## src/design/trsm_pkg.sv

```systemverilog
// ----------------------------------------------------------------------------
// trsm_pkg
// Shared types and constants of the tiled reshape segment mapper.
// ----------------------------------------------------------------------------
package trsm_pkg;

  localparam int TILE_ROWS_DEF = 32;
  localparam int TILE_COLS_DEF = 32;
  localparam int FACE_ROWS_DEF = 16;
  localparam int FACE_COLS_DEF = 16;

  localparam int DIVIDEND_W = 64;
  localparam int DIVISOR_W  = 32;
  localparam int DIV_STEPS  = DIVIDEND_W;
  localparam int DIV_CNT_W  = $clog2(DIV_STEPS);

  localparam int OFS_W    = 10;
  localparam int LEN_W    = 11;
  localparam int PAGE_W   = 32;
  localparam int DIM_W    = 16;
  localparam int POS_W    = 5;
  localparam int MAX_RUN  = 1024;
  localparam int QDEPTH   = 2;
  localparam int CFG_IDX_W = 2;

  // register indexes
  localparam logic [CFG_IDX_W-1:0] CFG_IN_HEIGHT  = 2'd0;
  localparam logic [CFG_IDX_W-1:0] CFG_IN_WIDTH   = 2'd1;
  localparam logic [CFG_IDX_W-1:0] CFG_OUT_HEIGHT = 2'd2;
  localparam logic [CFG_IDX_W-1:0] CFG_OUT_WIDTH  = 2'd3;

  typedef struct packed {
    logic [DIM_W-1:0] in_height;
    logic [DIM_W-1:0] in_width;
    logic [DIM_W-1:0] out_height;
    logic [DIM_W-1:0] out_width;
  } cfg_t;

  // one mapped element, front to back
  typedef struct packed {
    logic [PAGE_W-1:0] in_page;
    logic [OFS_W-1:0]  in_offset;
    logic [OFS_W-1:0]  out_offset;
    logic              page_end;
  } work_t;

  typedef struct packed {
    logic [PAGE_W-1:0] in_page;
    logic [OFS_W-1:0]  in_offset;
    logic [OFS_W-1:0]  out_offset;
    logic [LEN_W-1:0]  seg_length;
    logic              seg_last;
  } seg_t;

  typedef enum logic [2:0] {
    FE_IDLE, FE_ISSUE, FE_WAIT, FE_WB, FE_PUSH
  } fe_state_t;

  typedef enum logic [4:0] {
    ST_OTW, ST_OTH, ST_ITW, ST_ITH, ST_OTC, ST_ITC, ST_PAGE, ST_REM,
    ST_HO, ST_WO, ST_OHW, ST_FLAT0, ST_FLAT1, ST_IHW, ST_FLAT_DIV, ST_HW,
    ST_HI, ST_WI, ST_IPG0, ST_IPG1, ST_HO_T, ST_WO_T, ST_IH_F, ST_IW_F,
    ST_OH_F, ST_OW_F
  } step_t;

  // steps that divide by a shape-dependent value
  function automatic logic step_is_div(input step_t s);
    return (s == ST_PAGE) || (s == ST_REM) || (s == ST_FLAT_DIV) || (s == ST_HW);
  endfunction

endpackage

```

## src/design/trsm_if.sv

```systemverilog
// ----------------------------------------------------------------------------
// trsm_in_if / trsm_out_if
// Valid/ready channels for element positions and segments.
// ----------------------------------------------------------------------------
interface trsm_in_if;
  logic        valid;
  logic        ready;
  logic [31:0] out_page;
  logic [4:0]  tile_row;
  logic [4:0]  tile_col;
  logic        page_end;
  modport source (output valid, output out_page, output tile_row, output tile_col,
                  output page_end, input ready);
  modport sink (input valid, input out_page, input tile_row, input tile_col,
                input page_end, output ready);
endinterface

interface trsm_out_if;
  logic        valid;
  logic        ready;
  logic [31:0] in_page;
  logic [9:0]  in_offset;
  logic [9:0]  out_offset;
  logic [10:0] seg_length;
  logic        seg_last;
  modport source (output valid, output in_page, output in_offset, output out_offset,
                  output seg_length, output seg_last, input ready);
  modport sink (input valid, input in_page, input in_offset, input out_offset,
                input seg_length, input seg_last, output ready);
endinterface

```

## src/design/trsm_div.sv

```systemverilog
// ----------------------------------------------------------------------------
// trsm_div
// Restoring divider, one quotient bit per cycle, 64-bit dividend.
// ----------------------------------------------------------------------------
module trsm_div (
  input  logic                            clk,
  input  logic                            rst,
  input  logic                            start,
  input  logic [trsm_pkg::DIVIDEND_W-1:0] dividend,
  input  logic [trsm_pkg::DIVISOR_W-1:0]  divisor,
  output logic                            done,
  output logic [trsm_pkg::DIVIDEND_W-1:0] quo,
  output logic [trsm_pkg::DIVISOR_W-1:0]  rmd
);
  import trsm_pkg::*;

  logic                 busy;
  logic [DIV_CNT_W-1:0] cnt;
  logic [DIVISOR_W:0]   shifted;
  logic [DIVISOR_W:0]   diff;
  logic                 ge;

  // trial subtract of the next partial remainder
  always_comb begin
    shifted = {rmd, quo[DIVIDEND_W-1]};
    diff    = shifted - {1'b0, divisor};
    ge      = shifted >= {1'b0, divisor};
  end

  always_ff @(posedge clk) begin
    if (rst) begin
      busy <= 1'b0;
      done <= 1'b0;
      cnt  <= '0;
    end else begin
      done <= 1'b0;
      if (start) begin
        quo  <= dividend;
        rmd  <= '0;
        cnt  <= '0;
        busy <= 1'b1;
      end else if (busy) begin
        quo <= {quo[DIVIDEND_W-2:0], ge};
        rmd <= ge ? diff[DIVISOR_W-1:0] : shifted[DIVISOR_W-1:0];
        cnt <= cnt + 1'b1;
        if (cnt == DIV_CNT_W'(DIV_STEPS - 1)) begin
          busy <= 1'b0;
          done <= 1'b1;
        end
      end
    end
  end
endmodule

```

## src/design/trsm_queue.sv

```systemverilog
// ----------------------------------------------------------------------------
// trsm_queue
// Short queue of mapped elements between the front and the back.
// ----------------------------------------------------------------------------
module trsm_queue (
  input  logic             clk,
  input  logic             rst,
  input  logic             push,
  input  trsm_pkg::work_t  push_data,
  output logic             push_ready,
  input  logic             pop,
  output trsm_pkg::work_t  pop_data,
  output logic             pop_valid
);
  import trsm_pkg::*;

  localparam int PW = (QDEPTH > 1) ? $clog2(QDEPTH) : 1;

  work_t         mem [QDEPTH];
  logic [PW-1:0] wr_ptr;
  logic [PW-1:0] rd_ptr;
  logic [PW:0]   count;
  logic          do_push;
  logic          do_pop;

  assign push_ready = count != (PW+1)'(QDEPTH);
  assign pop_valid  = count != '0;
  assign pop_data   = mem[rd_ptr];
  assign do_push    = push && push_ready;
  assign do_pop     = pop && pop_valid;

  // entry storage
  always_ff @(posedge clk) begin
    if (do_push) begin
      mem[wr_ptr] <= push_data;
    end
  end

  // pointers and fill count
  always_ff @(posedge clk) begin
    if (rst) begin
      wr_ptr <= '0;
      rd_ptr <= '0;
      count  <= '0;
    end else begin
      if (do_push) begin
        wr_ptr <= (wr_ptr == PW'(QDEPTH - 1)) ? '0 : wr_ptr + 1'b1;
      end
      if (do_pop) begin
        rd_ptr <= (rd_ptr == PW'(QDEPTH - 1)) ? '0 : rd_ptr + 1'b1;
      end
      count <= count + (PW+1)'(do_push) - (PW+1)'(do_pop);
    end
  end
endmodule

```

## src/design/trsm_front.sv

```systemverilog
// ----------------------------------------------------------------------------
// trsm_front
// Sequencer that maps one element position to its input page and the
// face-ordered offsets, using one shared divider and one multiplier.
// ----------------------------------------------------------------------------
module trsm_front #(
  parameter int TILE_ROWS = trsm_pkg::TILE_ROWS_DEF,
  parameter int TILE_COLS = trsm_pkg::TILE_COLS_DEF,
  parameter int FACE_ROWS = trsm_pkg::FACE_ROWS_DEF,
  parameter int FACE_COLS = trsm_pkg::FACE_COLS_DEF
) (
  input  logic             clk,
  input  logic             rst,
  input  trsm_pkg::cfg_t   cfg,
  trsm_in_if.sink          in_ch,
  output logic             push,
  output trsm_pkg::work_t  push_data,
  input  logic             push_ready
);
  import trsm_pkg::*;

  localparam int TMAX    = (TILE_ROWS > TILE_COLS) ? TILE_ROWS : TILE_COLS;
  localparam int RB      = $clog2(TMAX) + 1;
  localparam int HO_W    = DIM_W + $clog2(TILE_ROWS) + 1;
  localparam int WO_W    = DIM_W + $clog2(TILE_COLS) + 1;
  localparam int FACES_W = TILE_COLS / FACE_COLS;
  localparam int FACE_SZ = FACE_ROWS * FACE_COLS;

  // tile and face sizes are powers of two: those divisions are shifts and masks
  localparam int TR_SH = $clog2(TILE_ROWS);
  localparam int TC_SH = $clog2(TILE_COLS);
  localparam int FR_SH = $clog2(FACE_ROWS);
  localparam int FC_SH = $clog2(FACE_COLS);

  fe_state_t state, state_next;
  step_t     step;

  // captured item
  logic [PAGE_W-1:0] page;
  logic [POS_W-1:0]  trow;
  logic [POS_W-1:0]  tcol;
  logic              pend;

  // intermediate values
  logic [DIM_W-1:0]  otw, oth, itw, ith;
  logic [31:0]       otc, itc;
  logic [31:0]       co, rem;
  logic [DIM_W-1:0]  rq, rr;
  logic [HO_W-1:0]   ho;
  logic [WO_W-1:0]   wo;
  logic [31:0]       ohw, ihw;
  logic [63:0]       flat;
  logic [31:0]       ci, hw;
  logic [DIM_W-1:0]  hi, wi, hq, wq;
  logic [RB-1:0]     ihr, iwr, ohr, owr;
  logic [RB-1:0]     ihf, ihfr, iwf, iwfr, ohf, ohfr, owf, owfr;
  logic [PAGE_W-1:0] ipage;

  // shared arithmetic
  logic [DIVIDEND_W-1:0] div_a;
  logic [DIVISOR_W-1:0]  div_b;
  logic                  div_start;
  logic                  div_done;
  logic [DIVIDEND_W-1:0] quo;
  logic [DIVISOR_W-1:0]  rmd;
  logic [31:0]           mul_a, mul_b;
  logic [63:0]           prod;

  function automatic logic [OFS_W-1:0] faced(input logic [RB-1:0] hf, input logic [RB-1:0] wf,
                                             input logic [RB-1:0] fh, input logic [RB-1:0] fw);
    logic [31:0] o;
    o = (32'(hf) * 32'(FACES_W) + 32'(wf)) * 32'(FACE_SZ) + 32'(fh) * 32'(FACE_COLS)
        + 32'(fw);
    return o[OFS_W-1:0];
  endfunction

  trsm_div u_div (
    .clk      (clk),
    .rst      (rst),
    .start    (div_start),
    .dividend (div_a),
    .divisor  (div_b),
    .done     (div_done),
    .quo      (quo),
    .rmd      (rmd)
  );

  // operand selection per step
  always_comb begin
    div_a = '0;
    div_b = 32'd1;
    mul_a = '0;
    mul_b = '0;
    unique case (step)
      ST_OTC:      begin mul_a = 32'(oth); mul_b = 32'(otw); end
      ST_ITC:      begin mul_a = 32'(ith); mul_b = 32'(itw); end
      ST_PAGE:     begin div_a = 64'(page); div_b = otc; end
      ST_REM:      begin div_a = 64'(rem); div_b = 32'(otw); end
      ST_HO:       begin mul_a = 32'(rq); mul_b = 32'(TILE_ROWS); end
      ST_WO:       begin mul_a = 32'(rr); mul_b = 32'(TILE_COLS); end
      ST_OHW:      begin mul_a = 32'(cfg.out_height); mul_b = 32'(cfg.out_width); end
      ST_FLAT0:    begin mul_a = co; mul_b = ohw; end
      ST_FLAT1:    begin mul_a = 32'(ho); mul_b = 32'(cfg.out_width); end
      ST_IHW:      begin mul_a = 32'(cfg.in_height); mul_b = 32'(cfg.in_width); end
      ST_FLAT_DIV: begin div_a = flat; div_b = ihw; end
      ST_HW:       begin div_a = 64'(hw); div_b = 32'(cfg.in_width); end
      ST_IPG0:     begin mul_a = ci; mul_b = itc; end
      ST_IPG1:     begin mul_a = 32'(hq); mul_b = 32'(itw); end
      default:     ;
    endcase
  end

  // sequencer next state
  always_comb begin
    state_next  = state;
    div_start   = 1'b0;
    in_ch.ready = 1'b0;
    push        = 1'b0;
    unique case (state)
      FE_IDLE: begin
        in_ch.ready = 1'b1;
        if (in_ch.valid) state_next = FE_ISSUE;
      end
      FE_ISSUE: begin
        if (step_is_div(step)) begin
          div_start  = 1'b1;
          state_next = FE_WAIT;
        end else begin
          state_next = FE_WB;
        end
      end
      FE_WAIT: begin
        if (div_done) state_next = FE_WB;
      end
      FE_WB: begin
        state_next = (step == ST_OW_F) ? FE_PUSH : FE_ISSUE;
      end
      FE_PUSH: begin
        push = 1'b1;
        if (push_ready) state_next = FE_IDLE;
      end
      default: state_next = FE_IDLE;
    endcase
  end

  always_ff @(posedge clk) begin
    if (rst) begin
      state <= FE_IDLE;
      step  <= ST_OTW;
    end else begin
      state <= state_next;
      if (state == FE_IDLE) begin
        step <= ST_OTW;
      end else if (state == FE_WB && step != ST_OW_F) begin
        step <= step_t'(step + 1'b1);
      end
    end
  end

  // multiplier result register
  always_ff @(posedge clk) begin
    prod <= mul_a * mul_b;
  end

  // item capture and step write-back
  always_ff @(posedge clk) begin
    if (in_ch.valid && in_ch.ready) begin
      page <= in_ch.out_page;
      trow <= in_ch.tile_row;
      tcol <= in_ch.tile_col;
      pend <= in_ch.page_end;
    end
    if (state == FE_WB) begin
      unique case (step)
        ST_OTW:      otw <= DIM_W'(({1'b0, cfg.out_width} + (DIM_W+1)'(TILE_COLS - 1))
                                   >> TC_SH);
        ST_OTH:      oth <= DIM_W'(({1'b0, cfg.out_height} + (DIM_W+1)'(TILE_ROWS - 1))
                                   >> TR_SH);
        ST_ITW:      itw <= DIM_W'(({1'b0, cfg.in_width} + (DIM_W+1)'(TILE_COLS - 1))
                                   >> TC_SH);
        ST_ITH:      ith <= DIM_W'(({1'b0, cfg.in_height} + (DIM_W+1)'(TILE_ROWS - 1))
                                   >> TR_SH);
        ST_OTC:      otc <= prod[31:0];
        ST_ITC:      itc <= prod[31:0];
        ST_PAGE:     begin co <= quo[31:0]; rem <= rmd; end
        ST_REM:      begin rq <= quo[DIM_W-1:0]; rr <= rmd[DIM_W-1:0]; end
        ST_HO:       ho <= HO_W'(prod + 64'(trow));
        ST_WO:       wo <= WO_W'(prod + 64'(tcol));
        ST_OHW:      ohw <= prod[31:0];
        ST_FLAT0:    flat <= prod;
        ST_FLAT1:    flat <= flat + prod + 64'(wo);
        ST_IHW:      ihw <= prod[31:0];
        ST_FLAT_DIV: begin ci <= quo[31:0]; hw <= rmd; end
        ST_HW:       begin hi <= quo[DIM_W-1:0]; wi <= rmd[DIM_W-1:0]; end
        ST_HI:       begin
          hq  <= hi >> TR_SH;
          ihr <= RB'(hi & DIM_W'(TILE_ROWS - 1));
        end
        ST_WI:       begin
          wq  <= wi >> TC_SH;
          iwr <= RB'(wi & DIM_W'(TILE_COLS - 1));
        end
        ST_IPG0:     ipage <= prod[31:0];
        ST_IPG1:     ipage <= ipage + prod[31:0] + 32'(wq);
        ST_HO_T:     ohr <= RB'(ho & HO_W'(TILE_ROWS - 1));
        ST_WO_T:     owr <= RB'(wo & WO_W'(TILE_COLS - 1));
        ST_IH_F:     begin ihf <= ihr >> FR_SH; ihfr <= ihr & RB'(FACE_ROWS - 1); end
        ST_IW_F:     begin iwf <= iwr >> FC_SH; iwfr <= iwr & RB'(FACE_COLS - 1); end
        ST_OH_F:     begin ohf <= ohr >> FR_SH; ohfr <= ohr & RB'(FACE_ROWS - 1); end
        ST_OW_F:     begin owf <= owr >> FC_SH; owfr <= owr & RB'(FACE_COLS - 1); end
        default:     ;
      endcase
    end
  end

  // mapped element toward the queue
  always_comb begin
    push_data.in_page    = ipage;
    push_data.in_offset  = faced(ihf, iwf, ihfr, iwfr);
    push_data.out_offset = faced(ohf, owf, ohfr, owfr);
    push_data.page_end   = pend;
  end
endmodule

```

## src/design/trsm_back.sv

```systemverilog
// ----------------------------------------------------------------------------
// trsm_back
// Merges mapped elements into runs and emits finished segments.
// ----------------------------------------------------------------------------
module trsm_back (
  input  logic             clk,
  input  logic             rst,
  input  trsm_pkg::work_t  pop_data,
  input  logic             pop_valid,
  output logic             pop,
  trsm_out_if.source       out_ch
);
  import trsm_pkg::*;

  // open run
  logic              open_valid;
  logic [PAGE_W-1:0] open_in_page;
  logic [OFS_W-1:0]  open_in_start;
  logic [OFS_W-1:0]  open_out_start;
  logic [LEN_W-1:0]  open_count;
  logic [OFS_W-1:0]  last_in_offset;
  logic [OFS_W-1:0]  last_out_offset;

  // output register and second-segment hold
  logic  out_v;
  seg_t  out_seg;
  logic  hold_v;
  seg_t  hold_seg;

  logic  merge;
  seg_t  brk_seg;
  seg_t  end_seg;
  logic [LEN_W-1:0] count_next;

  assign pop = pop_valid && !hold_v && (!out_v || out_ch.ready);

  // run merge decision
  always_comb begin
    merge = open_valid && (pop_data.in_page == open_in_page)
            && ({1'b0, pop_data.in_offset} == {1'b0, last_in_offset} + 11'd1)
            && ({1'b0, pop_data.out_offset} == {1'b0, last_out_offset} + 11'd1)
            && (open_count < LEN_W'(MAX_RUN));
    count_next = merge ? open_count + 1'b1 : LEN_W'(1);

    brk_seg.in_page    = open_in_page;
    brk_seg.in_offset  = open_in_start;
    brk_seg.out_offset = open_out_start;
    brk_seg.seg_length = open_count;
    brk_seg.seg_last   = 1'b0;

    end_seg.in_page    = merge ? open_in_page : pop_data.in_page;
    end_seg.in_offset  = merge ? open_in_start : pop_data.in_offset;
    end_seg.out_offset = merge ? open_out_start : pop_data.out_offset;
    end_seg.seg_length = count_next;
    end_seg.seg_last   = 1'b1;
  end

  // open run state
  always_ff @(posedge clk) begin
    if (rst) begin
      open_valid      <= 1'b0;
      open_in_page    <= '0;
      open_in_start   <= '0;
      open_out_start  <= '0;
      open_count      <= '0;
      last_in_offset  <= '0;
      last_out_offset <= '0;
    end else if (pop) begin
      if (!merge) begin
        open_in_page   <= pop_data.in_page;
        open_in_start  <= pop_data.in_offset;
        open_out_start <= pop_data.out_offset;
      end
      open_count      <= count_next;
      open_valid      <= !pop_data.page_end;
      last_in_offset  <= pop_data.in_offset;
      last_out_offset <= pop_data.out_offset;
    end
  end

  // segment output register
  always_ff @(posedge clk) begin
    if (rst) begin
      out_v  <= 1'b0;
      hold_v <= 1'b0;
    end else if (pop) begin
      priority if (!merge && open_valid && pop_data.page_end) begin
        out_v    <= 1'b1;
        out_seg  <= brk_seg;
        hold_v   <= 1'b1;
        hold_seg <= end_seg;
      end else if (!merge && open_valid) begin
        out_v   <= 1'b1;
        out_seg <= brk_seg;
      end else if (pop_data.page_end) begin
        out_v   <= 1'b1;
        out_seg <= end_seg;
      end else begin
        out_v <= 1'b0;
      end
    end else if (out_v && out_ch.ready) begin
      if (hold_v) begin
        out_seg <= hold_seg;
        hold_v  <= 1'b0;
      end else begin
        out_v <= 1'b0;
      end
    end
  end

  assign out_ch.valid      = out_v;
  assign out_ch.in_page    = out_seg.in_page;
  assign out_ch.in_offset  = out_seg.in_offset;
  assign out_ch.out_offset = out_seg.out_offset;
  assign out_ch.seg_length = out_seg.seg_length;
  assign out_ch.seg_last   = out_seg.seg_last;
endmodule

```

## src/design/tiled_reshape_segment_mapper_top.sv

```systemverilog
// ----------------------------------------------------------------------------
// tiled_reshape_segment_mapper_top
// Maps output tile element positions to input pages and merges runs.
// ----------------------------------------------------------------------------
// sequence: each accepted element beat runs four divisions and 22 other
//   steps before the segment beats it releases
// a new element beat is taken only once the last one is pushed to the queue
// reset: synchronous, clears control, shape registers return to 32
module tiled_reshape_segment_mapper_top #(
  parameter int TILE_ROWS = trsm_pkg::TILE_ROWS_DEF,
  parameter int TILE_COLS = trsm_pkg::TILE_COLS_DEF,
  parameter int FACE_ROWS = trsm_pkg::FACE_ROWS_DEF,
  parameter int FACE_COLS = trsm_pkg::FACE_COLS_DEF
) (
  input  logic                            clk,
  input  logic                            rst,
  input  logic                            cfg_we,
  input  logic [trsm_pkg::CFG_IDX_W-1:0]  cfg_index,
  input  logic [trsm_pkg::DIM_W-1:0]      cfg_wdata,
  trsm_in_if.sink                         in_ch,
  trsm_out_if.source                      out_ch
);
  import trsm_pkg::*;

  cfg_t  regs;
  cfg_t  cfg;
  logic  push, push_ready, pop, pop_valid;
  work_t push_data, pop_data;

  // configuration registers
  always_ff @(posedge clk) begin
    if (rst) begin
      regs.in_height  <= DIM_W'(32);
      regs.in_width   <= DIM_W'(32);
      regs.out_height <= DIM_W'(32);
      regs.out_width  <= DIM_W'(32);
    end else if (cfg_we) begin
      unique case (cfg_index)
        CFG_IN_HEIGHT:  regs.in_height  <= cfg_wdata;
        CFG_IN_WIDTH:   regs.in_width   <= cfg_wdata;
        CFG_OUT_HEIGHT: regs.out_height <= cfg_wdata;
        CFG_OUT_WIDTH:  regs.out_width  <= cfg_wdata;
        default: ;
      endcase
    end
  end

  // a zero shape acts as one
  always_comb begin
    cfg.in_height  = (regs.in_height  == '0) ? DIM_W'(1) : regs.in_height;
    cfg.in_width   = (regs.in_width   == '0) ? DIM_W'(1) : regs.in_width;
    cfg.out_height = (regs.out_height == '0) ? DIM_W'(1) : regs.out_height;
    cfg.out_width  = (regs.out_width  == '0) ? DIM_W'(1) : regs.out_width;
  end

  trsm_front #(
    .TILE_ROWS (TILE_ROWS),
    .TILE_COLS (TILE_COLS),
    .FACE_ROWS (FACE_ROWS),
    .FACE_COLS (FACE_COLS)
  ) u_front (
    .clk        (clk),
    .rst        (rst),
    .cfg        (cfg),
    .in_ch      (in_ch),
    .push       (push),
    .push_data  (push_data),
    .push_ready (push_ready)
  );

  trsm_queue u_queue (
    .clk        (clk),
    .rst        (rst),
    .push       (push),
    .push_data  (push_data),
    .push_ready (push_ready),
    .pop        (pop),
    .pop_data   (pop_data),
    .pop_valid  (pop_valid)
  );

  trsm_back u_back (
    .clk       (clk),
    .rst       (rst),
    .pop_data  (pop_data),
    .pop_valid (pop_valid),
    .pop       (pop),
    .out_ch    (out_ch)
  );
endmodule

```

## src/flat_wrapper.sv

```systemverilog
// flat-port wrapper written by rule: the top's interface ports become plain ports
module tiled_reshape_segment_mapper_top_flat import trsm_pkg::*;
#(
  parameter int TILE_ROWS = trsm_pkg::TILE_ROWS_DEF,
  parameter int TILE_COLS = trsm_pkg::TILE_COLS_DEF,
  parameter int FACE_ROWS = trsm_pkg::FACE_ROWS_DEF,
  parameter int FACE_COLS = trsm_pkg::FACE_COLS_DEF
)
  (clk, rst, cfg_we, cfg_index, cfg_wdata, in_ch_valid, in_ch_out_page, in_ch_tile_row, in_ch_tile_col, in_ch_page_end, in_ch_ready, out_ch_valid, out_ch_in_page, out_ch_in_offset, out_ch_out_offset, out_ch_seg_length, out_ch_seg_last, out_ch_ready);
  trsm_in_if in_ch_i ();
  trsm_out_if out_ch_i ();
  input  logic clk;
  input  logic rst;
  input  logic cfg_we;
  input  logic [trsm_pkg::CFG_IDX_W-1:0] cfg_index;
  input  logic [trsm_pkg::DIM_W-1:0] cfg_wdata;
  input wire logic [$bits(in_ch_i.valid)-1:0] in_ch_valid;
  input wire logic [$bits(in_ch_i.out_page)-1:0] in_ch_out_page;
  input wire logic [$bits(in_ch_i.tile_row)-1:0] in_ch_tile_row;
  input wire logic [$bits(in_ch_i.tile_col)-1:0] in_ch_tile_col;
  input wire logic [$bits(in_ch_i.page_end)-1:0] in_ch_page_end;
  output wire logic [$bits(in_ch_i.ready)-1:0] in_ch_ready;
  output wire logic [$bits(out_ch_i.valid)-1:0] out_ch_valid;
  output wire logic [$bits(out_ch_i.in_page)-1:0] out_ch_in_page;
  output wire logic [$bits(out_ch_i.in_offset)-1:0] out_ch_in_offset;
  output wire logic [$bits(out_ch_i.out_offset)-1:0] out_ch_out_offset;
  output wire logic [$bits(out_ch_i.seg_length)-1:0] out_ch_seg_length;
  output wire logic [$bits(out_ch_i.seg_last)-1:0] out_ch_seg_last;
  input wire logic [$bits(out_ch_i.ready)-1:0] out_ch_ready;
  assign in_ch_i.valid = in_ch_valid;
  assign in_ch_i.out_page = in_ch_out_page;
  assign in_ch_i.tile_row = in_ch_tile_row;
  assign in_ch_i.tile_col = in_ch_tile_col;
  assign in_ch_i.page_end = in_ch_page_end;
  assign in_ch_ready = in_ch_i.ready;
  assign out_ch_valid = out_ch_i.valid;
  assign out_ch_in_page = out_ch_i.in_page;
  assign out_ch_in_offset = out_ch_i.in_offset;
  assign out_ch_out_offset = out_ch_i.out_offset;
  assign out_ch_seg_length = out_ch_i.seg_length;
  assign out_ch_seg_last = out_ch_i.seg_last;
  assign out_ch_i.ready = out_ch_ready;
  tiled_reshape_segment_mapper_top #(.TILE_ROWS(TILE_ROWS), .TILE_COLS(TILE_COLS), .FACE_ROWS(FACE_ROWS), .FACE_COLS(FACE_COLS)) u_core (.clk(clk), .rst(rst), .cfg_we(cfg_we), .cfg_index(cfg_index), .cfg_wdata(cfg_wdata), .in_ch(in_ch_i), .out_ch(out_ch_i));
endmodule
```

## config.mk

```make
export PLATFORM = sky130hd
export DESIGN_NAME = tiled_reshape_segment_mapper_top_flat
export DESIGN_NICKNAME = d
export VERILOG_FILES = /design/src/design/trsm_pkg.sv /design/src/design/trsm_if.sv /design/src/design/trsm_div.sv /design/src/design/trsm_queue.sv /design/src/design/trsm_front.sv /design/src/design/trsm_back.sv /design/src/design/tiled_reshape_segment_mapper_top.sv /design/src/flat_wrapper.sv
export SDC_FILE = /design/constraint.sdc
export NUM_CORES = 2
export LEC_CHECK = 0
export BUFFER_PORTS_ARGS = -buffer_cell sky130_fd_sc_hd__clkbuf_2
export CORE_UTILIZATION = 60
export CTS_BUF_LIST = sky130_fd_sc_hd__clkbuf_8
export CTS_CLUSTER_SIZE = 8
export DETAILED_ROUTE_END_ITERATION = 7
export MAX_ROUTING_LAYER = met4
export PLACE_DENSITY = 0.76
export SYNTH_ARGS = -nofsm -noshare
export SYNTH_HDL_FRONTEND = slang
export SYNTH_SLANG_ARGS = --single-unit
```

## constraint.sdc

```tcl
create_clock -name clk -period 12.8 [get_ports clk]
set_clock_uncertainty 0.05 [all_clocks]
set_input_delay 1.28 -clock clk [delete_from_list [all_inputs] [get_ports clk]]
set_output_delay 1.28 -clock clk [all_outputs]
set_load 0.05 [all_outputs]
```

==> out/metrics.yaml <==
synth:
  synth_compound_area_share_pct: 9.74
  synth_ff_type: "edfxtp_1"
  synthArstFlopShare_pct: 0
  synth_edf_count: 942
  synthTopCellsByArea: "edfxtp_1, fa_1, ha_1, dfxtp_1, nand2_1"
  synth_top_family_by_area: "adder cells"
  synth_area_leader_cell: "edfxtp_1"
  syn_nets: 9873
  ys_types: 81
  synth_area_um2: 86600
  postSynthCellCount: 8404
  synth_fa_ha_area_share_pct: 28.4
  synth_top_area_share_pct: 32.7
  yosys.area_share.simple_pct: 12.5
  avgSynthCellArea_um2: 10.3
  ys_warn_count: 0
  synthXorXnorAreaFrac_pct: 3.27
  ys_seq_elements: 1177
  synthMuxAreaShare_pct: 1.36
  synth-seq-area-share_pct: 38.1
grt:
  grt_pass1_vias: 64334
  grt_pass1_wl_mm: 402
  busiest_layer: "met2"
  grt.met2_usage_pct: 57.2
  antenna_found_initial: 10
  grt_usage_pct: 38.5
  grt_max_degree: 92
  grt_use_met1_pct: 50.0
  grt-ovfl-total: 0
  grt_util_met3_pct: 8.20
floorplan:
  die-height_um: 382
  core_area_um2: 143000
  initial_core_util_pct: 60.4
  die_x_um: 382
  ioPinCount: 132
  row_count: 139
  dieArea_um2: 146000
worst_setup_path:
  cpMostUsedCell: "fa_1"
  crit_slowest_cell: "a211oi_1"
  end_kind: "flop"
  cp-start-kind: "flop"
  slowest_delay_ns: 0.91
  arrival_ns: 11.99
  required_ns: 13.57
  crit_type: "flop to flop"
  cp_max_fo: 68
power_and_ir_drop:
  power_frac_clock_pct: 34.1
  seqPwrFrac_pct: 51.3
  p_sw_share_pct: 29.5
  cellPowerDensity_nw_per_um2: 93.6
  leakage_nw: 39.5
  combPwrFrac_pct: 14.6
  internal_power_mw: 6.14
  power_mw: 8.70
  ir_drop_mv: 0.132
  p_sw_mw: 2.56
clock_tree:
  clk-insertion-delay-late_ns: 0.93
  cts_buffers: 178
  root_buffer: "clkbuf_8"
  postCtsSetupBuffers: 0
  holdBufCountCts: 0
  ctsResizeCount: 0
  cts_num_sinks: 1177
  cts_tree: "yes"
  cts.reportedPaths.clkPinSlew_ns: 0.07
  clockBufferDepth: 3
  h-tree-depth: 4
route:
  num_vias: 64553
  drt_pass1_iterations: 7
  wl_per_cell_um: 25.8
  wirelength_mm: 271
  drc_errors: 0
  vias_per_cell: 6.14
  first_iter_violations: 7332
  ant_nets: 0
layout:
  design_area_um2: 93000
  final_cell_mix: "nand2_1, inv_1, edfxtp_1"
  final_nets: 9934
  area_growth_pct: 7.39
  layout_commonest_cell: "nand2_1"
  drive_gt1_share_pct: 7.59
timing:
  post-route-period-util_pct: 87.6
  setup_tns_ns: 0
  finalMaxSlewViolations: 0
  fmax_mhz: 89.1
  max-slew-margin-rel_pct: 5.42
  hold_viol: 0
  period_minus_slack_ns: 11.22
  worst_pin_slew_ns: 1.42
  setup_violations: 0
  rsz0062_at_grt: "false"
placement:
  dpl-instance-area_um2: 89600
  dpl.hpwl_mm: 204
  io_buffers: 131
  gp_congestion: 1.07
status:
  status: "complete, no violations"
worst_hold_path:
  hold_class: "flop to flop"
job:
  maxCapViolCount: 0
-- synth_stat cells, drive strengths merged (80+ instances only) --
cell type,number
a21o,109
a21oi,377
a22oi,191
clkbuf,391
dfxtp,235
edfxtp,942
fa,934
ha,469
inv,1062
mux2i,80
nand2,1199
nand3,146
nor2,825
nor3,83
o21ai,255
xnor2,183
xor2,140
-- metal layers --
metal  wire (µm)  part of all wire (%)
met1      103000                    38
met2      121000                    45
met3       31000                    11
met4       16300                   6.0
met5           0                     0
-- path summary, 6_finish.rpt --
kind,startpoint,end,slack (ns),cells past startpoint
worst max-delay path,u_core.u_front.step[2]$_SDFFE_PP0P_,u_core.u_front.prod[62]$_DFF_P_,1.58,33
worst min-delay path,u_core.u_front.hi[15]$_DFFE_PP_,u_core.u_front.hq[10]$_DFFE_PP_,0.35,0
worst max register to register,u_core.u_front.step[2]$_SDFFE_PP0P_,u_core.u_front.prod[62]$_DFF_P_,1.58,33
worst min register to register,u_core.u_front.hi[15]$_DFFE_PP_,u_core.u_front.hq[10]$_DFFE_PP_,0.35,0
-- metrics by stage --
stage	cells	worst slack [ns]	utilization (%)	hold slack [ns]
2_1_floorplan	8404	3.54	-	0.350
3_3_place_gp	10188	1.91	62.5	0.351
3_5_place_dp	10188	1.84	62.5	0.355
4_1_cts	10506	1.79	64.8	0.345
5_1_grt	10514	1.27	64.9	0.349
6_report	10515	1.58	64.9	0.349
-- power groups by stage --
stage / combinational [mW] / clock (mW) / sequential [mW]
after floorplan: 0.855 / 0 / 4.62
after global placement: 1.24 / 0 / 4.53
after detailed placement: 1.27 / 0 / 4.54
after CTS: 1.27 / 2.99 / 4.46
after global routing: 1.39 / 3.14 / 4.48
final: 1.27 / 2.96 / 4.46
-- sequential cells by signal (all words and copies together), names as in the netlist, 63 cells and up, named ones only --
register                  cells
u_core.u_queue.mem          106
u_core.regs                  64
u_core.u_front.flat          64
u_core.u_front.prod          64
u_core.u_front.u_div.quo     64
u_core.u_back.hold_seg       63
-- worst max-delay path, delay by kind of cell (launching register included) --
family / cells / cell delay [ns]
compound gates: 11 / 3.93
fa+ha+maj: 9 / 3.88
buf+inv: 8 / 1.41
simple gates: 4 / 1.21
flops: 1 / 0.43
xor+xnor: 1 / 0.16
-- cell type report --
| cell class | count | area [µm²] |
|---|---|---|
| Multi-Input combinational cell | 5723 | 48100 |
| Clock inverter | 131 | 754 |
| Fill cell | 11348 | 50400 |
| Timing Repair Buffer | 322 | 2090 |
| Tap cell | 1903 | 2380 |
| Sequential cell | 1177 | 33000 |
| Clock buffer | 187 | 2570 |
| Inverter | 1063 | 3990 |
| Antenna cell | 9 | 22.5 |
-- logic make-up (layout without fill, tap and decap cells) --
group                      count (synthesis)  in the layout
AOI/OAI and AO/OA                       1310           1310
xor gates and xnor gates                 323            323
adders and majority gates               1403           1403
buffers and inverters                   1504           1703
DFF                                     1177           1177
muxes                                    113            113
other                                      0              9
and+or+nand+nor                         2574           2574
Power figures use the tool's default switching activity.
